===== config.mk =====
export PLATFORM = sky130hd
export DESIGN_NAME = spi_flash_command_sequencer
export DESIGN_NICKNAME = d
export VERILOG_FILES = /design/src/sfcs_pkg.sv /design/src/sfcs_front.sv /design/src/sfcs_fifo.sv /design/src/sfcs_back.sv /design/src/spi_flash_command_sequencer.sv
export SDC_FILE = /design/constraint.sdc
export NUM_CORES = 1
export LEC_CHECK = 0
export ABC_AREA = 1
export BUFFER_PORTS_ARGS = -buffer_cell sky130_fd_sc_hd__buf_2
export CAP_MARGIN = 25
export CORE_ASPECT_RATIO = 2
export CORE_MARGIN = 3
export CORE_UTILIZATION = 55
export DETAILED_ROUTE_END_ITERATION = 6
export GPL_ROUTABILITY_DRIVEN = 0
export PLACE_DENSITY = 0.83
export SETUP_SLACK_MARGIN = 0.3
export SYNTH_ARGS = -nofsm -noshare
export SYNTH_HDL_FRONTEND = slang
export SYNTH_HIERARCHICAL = 1
export SYNTH_SLANG_ARGS = --single-unit

===== constraint.sdc =====
create_clock -name clk_i -period 5.2 [get_ports clk_i]
set_input_delay 1.04 -clock clk_i [delete_from_list [all_inputs] [get_ports clk_i]]
set_output_delay 1.04 -clock clk_i [all_outputs]
set_load 0.05 [all_outputs]

===== src/sfcs_pkg.sv =====
// Shared types and constants for the SPI flash command sequencer.
// Holds command codes, input mode codes, frame job descriptors and beat layout.
// No dependencies.
package sfcs_pkg;

  // Flash geometry
  localparam int unsigned PAGE_BYTES = 256;
  localparam int unsigned PAGE_BITS  = $clog2(PAGE_BYTES);

  // Job queue between front and back
  localparam int unsigned FIFO_DEPTH = 4;
  localparam int unsigned FIFO_AW    = $clog2(FIFO_DEPTH);

  // Flash command bytes
  localparam logic [7:0] CMD_ID     = 8'h9F;
  localparam logic [7:0] CMD_STATUS = 8'h05;
  localparam logic [7:0] CMD_WREN   = 8'h06;
  localparam logic [7:0] CMD_ERASE  = 8'h20;
  localparam logic [7:0] CMD_PROG   = 8'h02;
  localparam logic [7:0] CMD_READ   = 8'h03;
  localparam logic [7:0] DUMMY      = 8'hFF;

  // Input item modes
  localparam logic [2:0] MODE_START_WR = 3'd0;
  localparam logic [2:0] MODE_DATA     = 3'd1;
  localparam logic [2:0] MODE_START_RD = 3'd2;
  localparam logic [2:0] MODE_REPLY    = 3'd3;
  localparam logic [2:0] MODE_TICK     = 3'd4;

  // Request status codes
  localparam logic [1:0] ST_BUSY_RUN = 2'd0;
  localparam logic [1:0] ST_DONE     = 2'd1;
  localparam logic [1:0] ST_NORESP   = 2'd2;
  localparam logic [1:0] ST_TIMEOUT  = 2'd3;

  // Configuration register indexes
  localparam logic REG_POLL_LIMIT = 1'b0;
  localparam logic REG_EXP_MAKER  = 1'b1;

  // Reset values of the configuration registers
  localparam logic [7:0] POLL_LIMIT_RST = 8'd50;
  localparam logic [7:0] EXP_MAKER_RST  = 8'hEF;

  // Kind of byte sequence the back end expands a job into
  typedef enum logic [2:0] {
    K_ID,     // ID command and dummy
    K_POLL,   // status command and dummy
    K_BARE,   // one beat with no tx byte (status and/or read data)
    K_READ,   // read command, address, optional first dummy
    K_ERASE,  // write enable, sector erase, optional status poll
    K_PROG,   // write enable, page program, address
    K_RDATA,  // read dummy carrying the previous reply
    K_DATA    // program data byte, optional status poll
  } job_kind_e;

  // One job handed from front to back
  typedef struct packed {
    job_kind_e   kind;
    logic [23:0] addr;
    logic [7:0]  data;    // data byte or reply byte
    logic        stop;    // sequence ends early (request finished)
    logic        rel;     // release select after final dummy / poll tail
    logic        rdv;     // bare beat carries read data
    logic [1:0]  status;  // status on the final beat
  } job_t;

  // One output beat, tx_byte in the lowest bits
  typedef struct packed {
    logic [1:0] status;
    logic       read_valid;
    logic [7:0] read_byte;
    logic       select_release;
    logic       tx_valid;
    logic [7:0] tx_byte;
  } beat_t;

endpackage


===== src/sfcs_front.sv =====
// Front end: accepts items, runs the request phase machine, issues frame jobs.
// Holds the configuration registers. Depends on sfcs_pkg.
module sfcs_front (
  input  logic              clk_i,
  input  logic              rst_ni,
  input  logic              cfg_we_i,
  input  logic              cfg_addr_i,
  input  logic [7:0]        cfg_wdata_i,
  input  logic              in_valid_i,
  input  logic [2:0]        mode_i,
  input  logic [23:0]       address_i,
  input  logic [15:0]       byte_count_i,
  input  logic [7:0]        data_byte_i,
  input  logic [7:0]        reply_byte_i,
  input  logic              full_i,
  output logic              in_ready_o,
  output logic              push_o,
  output sfcs_pkg::job_t    job_o
);
  import sfcs_pkg::*;

  typedef enum logic [7:0] {
    PH_IDLE        = 8'b0000_0001,
    PH_ID          = 8'b0000_0010,
    PH_FIRST_WAIT  = 8'b0000_0100,
    PH_FIRST_DELAY = 8'b0000_1000,
    PH_PROG_WAIT   = 8'b0001_0000,
    PH_PROG_DELAY  = 8'b0010_0000,
    PH_DATA        = 8'b0100_0000,
    PH_READ        = 8'b1000_0000
  } phase_e;

  phase_e      phase_q, phase_d;
  logic [23:0] addr_q, addr_d;
  logic [15:0] left_q, left_d;
  logic [7:0]  pcnt_q, pcnt_d;
  logic        isrd_q, isrd_d;
  logic [7:0]  poll_limit_q, exp_maker_q;

  logic        in_acc;
  logic [15:0] left_dec;
  logic [23:0] addr_inc;
  logic [7:0]  pcnt_inc;
  logic        busy;

  assign in_ready_o = ~full_i;
  assign in_acc     = in_valid_i & ~full_i;
  assign left_dec   = left_q - 16'd1;
  assign addr_inc   = addr_q + 24'd1;
  assign pcnt_inc   = pcnt_q + 8'd1;
  assign busy       = reply_byte_i[0];

  // Configuration registers
  always_ff @(posedge clk_i or negedge rst_ni) begin
    if (!rst_ni) begin
      poll_limit_q <= POLL_LIMIT_RST;
      exp_maker_q  <= EXP_MAKER_RST;
    end else if (cfg_we_i) begin
      if (cfg_addr_i == REG_POLL_LIMIT) poll_limit_q <= cfg_wdata_i;
      if (cfg_addr_i == REG_EXP_MAKER)  exp_maker_q  <= cfg_wdata_i;
    end
  end

  // Phase machine and job generation
  always_comb begin
    phase_d = phase_q;
    addr_d  = addr_q;
    left_d  = left_q;
    pcnt_d  = pcnt_q;
    isrd_d  = isrd_q;
    push_o  = 1'b0;
    job_o        = '0;
    job_o.kind   = K_BARE;
    job_o.addr   = addr_q;
    job_o.status = ST_BUSY_RUN;

    if (in_acc) begin
      if ((mode_i == MODE_START_WR || mode_i == MODE_START_RD) && phase_q == PH_IDLE) begin
        addr_d     = address_i;
        left_d     = byte_count_i;
        isrd_d     = (mode_i == MODE_START_RD);
        pcnt_d     = 8'd0;
        push_o     = 1'b1;
        job_o.kind = K_ID;
        phase_d    = PH_ID;
      end else if (mode_i == MODE_REPLY) begin
        unique case (phase_q)
          PH_ID: begin
            push_o = 1'b1;
            if (reply_byte_i != exp_maker_q) begin
              job_o.kind   = K_BARE;
              job_o.status = ST_NORESP;
              phase_d      = PH_IDLE;
            end else begin
              job_o.kind = K_POLL;
              pcnt_d     = 8'd0;
              phase_d    = PH_FIRST_WAIT;
            end
          end
          PH_FIRST_WAIT, PH_PROG_WAIT: begin
            if (!busy) begin
              push_o = 1'b1;
              if (phase_q == PH_PROG_WAIT) begin
                job_o.kind = K_PROG;
                phase_d    = PH_DATA;
              end else if (isrd_q) begin
                job_o.kind   = K_READ;
                job_o.stop   = (left_q == 16'd0);
                job_o.rel    = (left_q == 16'd1);
                job_o.status = (left_q == 16'd0) ? ST_DONE : ST_BUSY_RUN;
                phase_d      = (left_q == 16'd0) ? PH_IDLE : PH_READ;
              end else begin
                job_o.kind   = K_ERASE;
                job_o.stop   = (left_q == 16'd0);
                job_o.status = (left_q == 16'd0) ? ST_DONE : ST_BUSY_RUN;
                pcnt_d       = 8'd0;
                phase_d      = (left_q == 16'd0) ? PH_IDLE : PH_PROG_WAIT;
              end
            end else begin
              pcnt_d = pcnt_inc;
              if (pcnt_inc >= poll_limit_q) begin
                push_o       = 1'b1;
                job_o.kind   = K_BARE;
                job_o.status = ST_TIMEOUT;
                phase_d      = PH_IDLE;
              end else begin
                phase_d = (phase_q == PH_FIRST_WAIT) ? PH_FIRST_DELAY : PH_PROG_DELAY;
              end
            end
          end
          PH_READ: begin
            left_d     = left_dec;
            addr_d     = addr_inc;
            push_o     = 1'b1;
            job_o.data = reply_byte_i;
            if (left_dec == 16'd0) begin
              job_o.kind   = K_BARE;
              job_o.rdv    = 1'b1;
              job_o.status = ST_DONE;
              phase_d      = PH_IDLE;
            end else begin
              job_o.kind = K_RDATA;
              job_o.rel  = (left_dec == 16'd1);
            end
          end
          default: begin
          end
        endcase
      end else if (mode_i == MODE_TICK) begin
        if (phase_q == PH_FIRST_DELAY) begin
          push_o     = 1'b1;
          job_o.kind = K_POLL;
          phase_d    = PH_FIRST_WAIT;
        end else if (phase_q == PH_PROG_DELAY) begin
          push_o     = 1'b1;
          job_o.kind = K_POLL;
          phase_d    = PH_PROG_WAIT;
        end
      end else if (mode_i == MODE_DATA && phase_q == PH_DATA) begin
        left_d     = left_dec;
        addr_d     = addr_inc;
        push_o     = 1'b1;
        job_o.kind = K_DATA;
        job_o.data = data_byte_i;
        if (left_dec == 16'd0) begin
          job_o.stop   = 1'b1;
          job_o.status = ST_DONE;
          phase_d      = PH_IDLE;
        end else if (addr_inc[PAGE_BITS-1:0] == '0) begin
          // page boundary: close the frame and wait for busy again
          job_o.rel = 1'b1;
          pcnt_d    = 8'd0;
          phase_d   = PH_PROG_WAIT;
        end
      end
    end
  end

  always_ff @(posedge clk_i or negedge rst_ni) begin
    if (!rst_ni) begin
      phase_q <= PH_IDLE;
      addr_q  <= '0;
      left_q  <= '0;
      pcnt_q  <= '0;
      isrd_q  <= 1'b0;
    end else begin
      phase_q <= phase_d;
      addr_q  <= addr_d;
      left_q  <= left_d;
      pcnt_q  <= pcnt_d;
      isrd_q  <= isrd_d;
    end
  end

endmodule


===== src/sfcs_fifo.sv =====
// Short job queue between the front and back ends.
// Depends on sfcs_pkg for the job type and depth.
module sfcs_fifo (
  input  logic           clk_i,
  input  logic           rst_ni,
  input  logic           push_i,
  input  sfcs_pkg::job_t job_i,
  input  logic           pop_i,
  output sfcs_pkg::job_t job_o,
  output logic           full_o,
  output logic           empty_o
);
  import sfcs_pkg::*;

  job_t             mem_q [FIFO_DEPTH];
  logic [FIFO_AW:0] wptr_q, wptr_d;
  logic [FIFO_AW:0] rptr_q, rptr_d;

  assign empty_o = (wptr_q == rptr_q);
  assign full_o  = (wptr_q[FIFO_AW-1:0] == rptr_q[FIFO_AW-1:0]) &&
                   (wptr_q[FIFO_AW] != rptr_q[FIFO_AW]);
  assign job_o   = mem_q[rptr_q[FIFO_AW-1:0]];

  assign wptr_d = wptr_q + {{FIFO_AW{1'b0}}, (push_i & ~full_o)};
  assign rptr_d = rptr_q + {{FIFO_AW{1'b0}}, (pop_i & ~empty_o)};

  // Storage
  always_ff @(posedge clk_i) begin
    if (push_i && !full_o) mem_q[wptr_q[FIFO_AW-1:0]] <= job_i;
  end

  // Pointers
  always_ff @(posedge clk_i or negedge rst_ni) begin
    if (!rst_ni) begin
      wptr_q <= '0;
      rptr_q <= '0;
    end else begin
      wptr_q <= wptr_d;
      rptr_q <= rptr_d;
    end
  end

endmodule


===== src/sfcs_back.sv =====
// Back end: expands each job into output beats, one per cycle while the output
// is not stalled, into a registered output stage. Depends on sfcs_pkg.
module sfcs_back (
  input  logic           clk_i,
  input  logic           rst_ni,
  input  sfcs_pkg::job_t job_i,
  input  logic           empty_i,
  output logic           pop_o,
  output logic           out_valid_o,
  input  logic           out_ready_i,
  output sfcs_pkg::beat_t beat_o,
  output logic           last_o
);
  import sfcs_pkg::*;

  job_t       job_q, job_d;
  logic       jvalid_q, jvalid_d;
  logic [2:0] idx_q, idx_d;
  beat_t      out_q, out_d;
  logic       ovalid_q, ovalid_d;
  logic       olast_q, olast_d;

  beat_t      beat;
  logic       blast;
  logic       out_free, adv, load;

  // Beat generator for the current job and position
  always_comb begin
    beat  = '0;
    blast = 1'b0;
    beat.tx_valid = 1'b1;
    unique case (job_q.kind)
      K_ID, K_POLL: begin
        if (idx_q == 3'd0) begin
          beat.tx_byte = (job_q.kind == K_ID) ? CMD_ID : CMD_STATUS;
        end else begin
          beat.tx_byte        = DUMMY;
          beat.select_release = 1'b1;
          blast               = 1'b1;
        end
      end
      K_BARE: begin
        beat.tx_valid   = 1'b0;
        beat.read_byte  = job_q.rdv ? job_q.data : 8'd0;
        beat.read_valid = job_q.rdv;
        blast           = 1'b1;
      end
      K_READ: begin
        unique case (idx_q)
          3'd0: beat.tx_byte = CMD_READ;
          3'd1: beat.tx_byte = job_q.addr[23:16];
          3'd2: beat.tx_byte = job_q.addr[15:8];
          3'd3: begin
            beat.tx_byte        = job_q.addr[7:0];
            beat.select_release = job_q.stop;
            blast               = job_q.stop;
          end
          default: begin
            beat.tx_byte        = DUMMY;
            beat.select_release = job_q.rel;
            blast               = 1'b1;
          end
        endcase
      end
      K_ERASE: begin
        unique case (idx_q)
          3'd0: begin
            beat.tx_byte        = CMD_WREN;
            beat.select_release = 1'b1;
          end
          3'd1: beat.tx_byte = CMD_ERASE;
          3'd2: beat.tx_byte = job_q.addr[23:16];
          3'd3: beat.tx_byte = job_q.addr[15:8];
          3'd4: begin
            beat.tx_byte        = job_q.addr[7:0];
            beat.select_release = 1'b1;
            blast               = job_q.stop;
          end
          3'd5: beat.tx_byte = CMD_STATUS;
          default: begin
            beat.tx_byte        = DUMMY;
            beat.select_release = 1'b1;
            blast               = 1'b1;
          end
        endcase
      end
      K_PROG: begin
        unique case (idx_q)
          3'd0: begin
            beat.tx_byte        = CMD_WREN;
            beat.select_release = 1'b1;
          end
          3'd1: beat.tx_byte = CMD_PROG;
          3'd2: beat.tx_byte = job_q.addr[23:16];
          3'd3: beat.tx_byte = job_q.addr[15:8];
          default: begin
            beat.tx_byte = job_q.addr[7:0];
            blast        = 1'b1;
          end
        endcase
      end
      K_RDATA: begin
        beat.tx_byte        = DUMMY;
        beat.select_release = job_q.rel;
        beat.read_byte      = job_q.data;
        beat.read_valid     = 1'b1;
        blast               = 1'b1;
      end
      K_DATA: begin
        // data byte, then a status poll when the page frame closed
        unique case (idx_q)
          3'd0: begin
            beat.tx_byte        = job_q.data;
            beat.select_release = job_q.stop | job_q.rel;
            blast               = ~job_q.rel;
          end
          3'd1: beat.tx_byte = CMD_STATUS;
          default: begin
            beat.tx_byte        = DUMMY;
            beat.select_release = 1'b1;
            blast               = 1'b1;
          end
        endcase
      end
      default: begin
        blast = 1'b1;
      end
    endcase
    if (blast) beat.status = job_q.status;
  end

  // Job sequencing and output register
  assign out_free = ~ovalid_q | out_ready_i;
  assign adv      = jvalid_q & out_free;
  assign load     = (~jvalid_q | (adv & blast)) & ~empty_i;
  assign pop_o    = load;

  always_comb begin
    job_d    = job_q;
    jvalid_d = jvalid_q;
    idx_d    = idx_q;
    out_d    = out_q;
    olast_d  = olast_q;
    ovalid_d = ovalid_q;
    if (load) begin
      job_d    = job_i;
      jvalid_d = 1'b1;
      idx_d    = 3'd0;
    end else if (adv) begin
      jvalid_d = ~blast;
      idx_d    = idx_q + 3'd1;
    end
    if (out_free) begin
      ovalid_d = adv;
      if (adv) begin
        out_d   = beat;
        olast_d = blast;
      end
    end
  end

  always_ff @(posedge clk_i or negedge rst_ni) begin
    if (!rst_ni) begin
      jvalid_q <= 1'b0;
      idx_q    <= '0;
      ovalid_q <= 1'b0;
    end else begin
      jvalid_q <= jvalid_d;
      idx_q    <= idx_d;
      ovalid_q <= ovalid_d;
    end
  end

  always_ff @(posedge clk_i) begin
    job_q   <= job_d;
    out_q   <= out_d;
    olast_q <= olast_d;
  end

  assign out_valid_o = ovalid_q;
  assign beat_o      = out_q;
  assign last_o      = olast_q;

endmodule


===== src/spi_flash_command_sequencer.sv =====
// SPI flash command sequencer: one input item per cycle while the job queue is
// not full; the back end sends one output beat per cycle while the output is ready.
// An accepted item reaches the output through the job queue write, the job
// load in the back end and the output register.
// Reset (async, active low) returns the phase machine to idle, empties the
// queue and loads poll_limit 50 and expected_maker 0xEF.
// Depends on sfcs_pkg, sfcs_front, sfcs_fifo, sfcs_back.
module spi_flash_command_sequencer (
  input  logic        clk_i,
  input  logic        rst_ni,
  // configuration write port
  input  logic        cfg_we_i,
  input  logic        cfg_addr_i,
  input  logic [7:0]  cfg_wdata_i,
  // input items
  input  logic        s_axis_tvalid,
  output logic        s_axis_tready,
  input  logic [55:0] s_axis_tdata,  // address[23:0], byte_count[39:24],
                                     // data_byte[47:40], reply_byte[55:48]
  input  logic [2:0]  s_axis_tuser,  // mode[2:0]
  // result items
  output logic        m_axis_tvalid,
  input  logic        m_axis_tready,
  output logic [23:0] m_axis_tdata,  // tx_byte[7:0], tx_valid[8],
                                     // select_release[9], read_byte[17:10],
                                     // read_valid[18], status[20:19], zero[23:21]
  output logic        m_axis_tlast
);
  import sfcs_pkg::*;

  job_t  job_push, job_head;
  logic  push, pop, full, empty;
  beat_t beat;

  sfcs_front u_front (
    .clk_i        (clk_i),
    .rst_ni       (rst_ni),
    .cfg_we_i     (cfg_we_i),
    .cfg_addr_i   (cfg_addr_i),
    .cfg_wdata_i  (cfg_wdata_i),
    .in_valid_i   (s_axis_tvalid),
    .mode_i       (s_axis_tuser),
    .address_i    (s_axis_tdata[23:0]),
    .byte_count_i (s_axis_tdata[39:24]),
    .data_byte_i  (s_axis_tdata[47:40]),
    .reply_byte_i (s_axis_tdata[55:48]),
    .full_i       (full),
    .in_ready_o   (s_axis_tready),
    .push_o       (push),
    .job_o        (job_push)
  );

  sfcs_fifo u_fifo (
    .clk_i   (clk_i),
    .rst_ni  (rst_ni),
    .push_i  (push),
    .job_i   (job_push),
    .pop_i   (pop),
    .job_o   (job_head),
    .full_o  (full),
    .empty_o (empty)
  );

  sfcs_back u_back (
    .clk_i       (clk_i),
    .rst_ni      (rst_ni),
    .job_i       (job_head),
    .empty_i     (empty),
    .pop_o       (pop),
    .out_valid_o (m_axis_tvalid),
    .out_ready_i (m_axis_tready),
    .beat_o      (beat),
    .last_o      (m_axis_tlast)
  );

  assign m_axis_tdata = {3'b000, beat};

endmodule

==> flow_summary.yaml <==
outcome:
  outcome: "complete, no violations"
worst_setup_path:
  worstSetupStartpointType: "flop"
  crit_fanout: 41
  critPathLaunch: "u_fifo/rptr_q[1]"
  reg2reg_from: "u_fifo/rptr_q[1]"
  cp.required_ns: 5.43
  worstSetupEndpointType: "flop"
  path_class: "reg2reg"
  arrival_ns: 3.91
clocking:
  clockRootBuffer: "clkbuf_16"
  clkSinkCount: 306
  cts_buffers: 25
  clkLatencyLatePin_ns: 0.54
  h-tree-depth: 1
  cts_tree: "yes"
  post_cts_resized: 0
  post_cts_buffers: 0
  cts.path.max_buffers: 3
  clk_pin_slew_ns: 0.07
  holdBufCountCts: 0
synthesis:
  ys_warn_count: 6
  synth.top_cell.area_share_pct: 44.3
  yosys.cell_types.count: 59
  syn_inst: 1539
  yosysTopAreaCell: "edfxtp_1"
  synthTopCellsByArea: "edfxtp_1, dfrtp_1, nand2_1"
  synth_area_um2: 15000
  syn_area_per_cell_um2: 9.77
  ys_seq_elements: 306
  synth.yosys.seq_area_share_pct: 58.4
grt:
  grt_pass1_wl_um: 57900
  grt_max_degree: 83
  grt_pass1_vias: 11670
  antenna_found_initial: 1
  gr-total-overflow: 0
  grt.total_usage_pct: 25.0
drt:
  drt_wl_total_um: 37300
  viasPerCell: 5.87
  avgRoutedWirePerCell_um: 18.7
  drt_iter0_drc: 1342
  drtAntennaViolNets: 0
  drt_first_pass_iters: 6
  drc: 0
  vias: 11678
cells_and_area:
  layout.cells.non_filler: 1991
  drive_gt1_share_pct: 15.5
  area_delta_synth_final_pct: 10.9
  nFillCells: 2073
  fin_util_pct: 62.0
  final_nets: 1721
timing:
  fin_tns_setup_ns: 0
  slew_viol_final: 0
  hold_viol: 0
  max_freq_mhz: 271
  finalCritPeriodShare_pct: 70.9
  worst_pin_slew_ns: 0.987
  maxSlewHeadroom_pct: 34.1
  setup_violations: 0
  rsz0062_at_grt: "false"
  period_needed_ns: 3.69
  worst_slack_ns: 1.51
  finalClockSkew_ns: 0.0181
floorplan:
  rows: 85
  die_area_um2: 29500
  io_pins: 100
  dieHeight_um: 240
  start_util_pct: 55.9
  die_w_um: 123
  core_um2: 26900
placed_design:
  dp_hpwl_um: 26400
  port_buffers: 96
  placedCellCount: 1945
  dp_slack_ns: 1.20
worst_hold_path:
  holdCritPathClass: "reg2reg"
  hp-start: "u_fifo/rptr_q[2]"
power_and_ir_drop:
  power.leakage_nw: 7.01
  cellPowerDensity_nw_per_um2: 563
  finalPower_mw: 9.39
  ir_worst_vdd_mv: 0.301
run:
  maxCapViolations: 0
[stage by stage]
stage	cell area [um2]	hold slack, ns
2_1_floorplan	15000	0.453
3_3_place_gp	15800	0.472
3_5_place_dp	15800	0.477
4_1_cts	16700	0.491
5_1_grt	16700	0.508
6_report	16700	0.488
[flip-flops by register name, summed over array words and instances (netlist names)]
name / count
u_fifo/mem_q: 160
u_back/job_q: 40
u_front/addr_q: 24
u_back/beat_o: 21
u_front/left_q: 16
u_front/exp_maker_q: 8
u_front/pcnt_q: 8
u_front/phase_q: 8
u_front/poll_limit_q: 8
u_back/idx_q: 3
u_fifo/rptr_q: 3
u_fifo/wptr_q: 3
u_back/jvalid_q: 1
u_back/last_o: 1
u_back/out_valid_o: 1
u_front/isrd_q: 1
[metal layers]
metal | GRT usage (%) | up-vias | share of wire (%)
li1 | - | 5431 | -
met1 | 25.7 | 5526 | 33
met2 | 47.3 | 563 | 56
met3 | 2.40 | 158 | 5.0
met4 | 15.5 | 0 | 6.2
met5 | 0 | - | 0
[path summary, 6_finish.rpt]
path                                       end  slack (ns)  depth (start not counted)
hold / removal                u_fifo/rptr_q[2]        0.49                          1
min in group asynchronous   u_back/out_valid_o        0.57                          1
max in group asynchronous    u_front/left_q[2]        3.72                          2
setup / recovery           u_fifo/mem_q[1][28]        1.51                         15
hold reg to reg               u_fifo/rptr_q[2]        0.49                          1
setup reg to reg           u_fifo/mem_q[1][28]        1.51                         15
[placed cells by master (no fill, tap or decap), types with 4 or more instances in the layout]
cell type and count:
inv_1 158, o21ai_1 12, a211oi_1 5, a21oi_1 25, nor2_1 172, xnor2_1 11, edfxtp_1 222, nor3_1 16
nand3b_1 7, nand2_1 281, nand2_2 18, nor2_2 17, nand4_1 17, o21ai_0 178, o211ai_1 7, buf_2 95
nand3_2 7, nor4_1 5, dfstp_2 11, nand3_1 65, clkbuf_16 27, xor2_1 22, clkinv_2 6, nor2_4 9
ha_1 24, buf_4 12, dfrtp_1 72, nand2_4 6, o2111ai_1 5, inv_2 5, mux2i_1 4, o22ai_1 56
o21ai_2 13
[cell usage after synthesis (all sizes together)]
cell type    n
a21boi       1
a21oi       27
clkbuf      19
clkinv       3
nor2       201
dfstp       11
o211ai       7
a211oi       5
nor4         5
dfrtp       73
a221oi       1
a2bb2oi      2
o22ai       56
conb         1
nand3       74
o21ai      203
xor2        22
buf         32
nand4       17
o31ai        2
o41ai        2
nand3b       8
and3         1
o2111ai      5
or2          2
edfxtp     222
ha          24
nor3b        1
xnor2       11
a22oi        1
mux2i        4
a31oi        3
o221ai       2
nand2      305
and2         2
o21bai       1
nor3        18
inv        165
[cell type report]
type / count / area (um2) / share of cell area (%)
Clock inverter: 14 / 145 / 0.870
Clock buffer: 31 / 721 / 4.32
Timing Repair Buffer: 107 / 566 / 3.39
Antenna cell: 1 / 2.50 / 0.0150
Inverter: 168 / 637 / 3.82
Tap cell: 348 / 435 / 2.61
Multi-Input combinational cell: 1016 / 5400 / 32.3
Sequential cell: 306 / 8780 / 52.6
[where the power goes]
part	total [mW]	internal, mW	switching (mW)
sequential	3.74	3.36	0.377
combinational	3.69	1.03	2.66
clock	1.97	1.09	0.872
[worst max-delay path, stage by stage (launching register included)]
cell and delay (ns):
dfrtp_1 0.39, clkinv_2 0.44, nand2_1 0.19, nand2_1 0.12
nand3_2 0.10, inv_1 0.04, inv_1 0.05, nand2_1 0.17
inv_1 0.25, o21ai_0 0.16, nor2_1 0.13, o41ai_1 0.08
nand2_1 0.11, nand2_2 0.16, nor2_4 0.56, buf_4 0.40
[cell families after synthesis]
family | Yosys count | share of synthesized area [%]
compound gates | 318 | 12.1
xor+xnor | 33 | 1.92
fa+ha+maj | 24 | 2.00
buf+inv | 219 | 6.08
flops | 306 | 58.4
mux | 4 | 0.266
other cells | 1 | 0.0249
simple gates | 634 | 19.2
(Power assumes the default switching activity.)
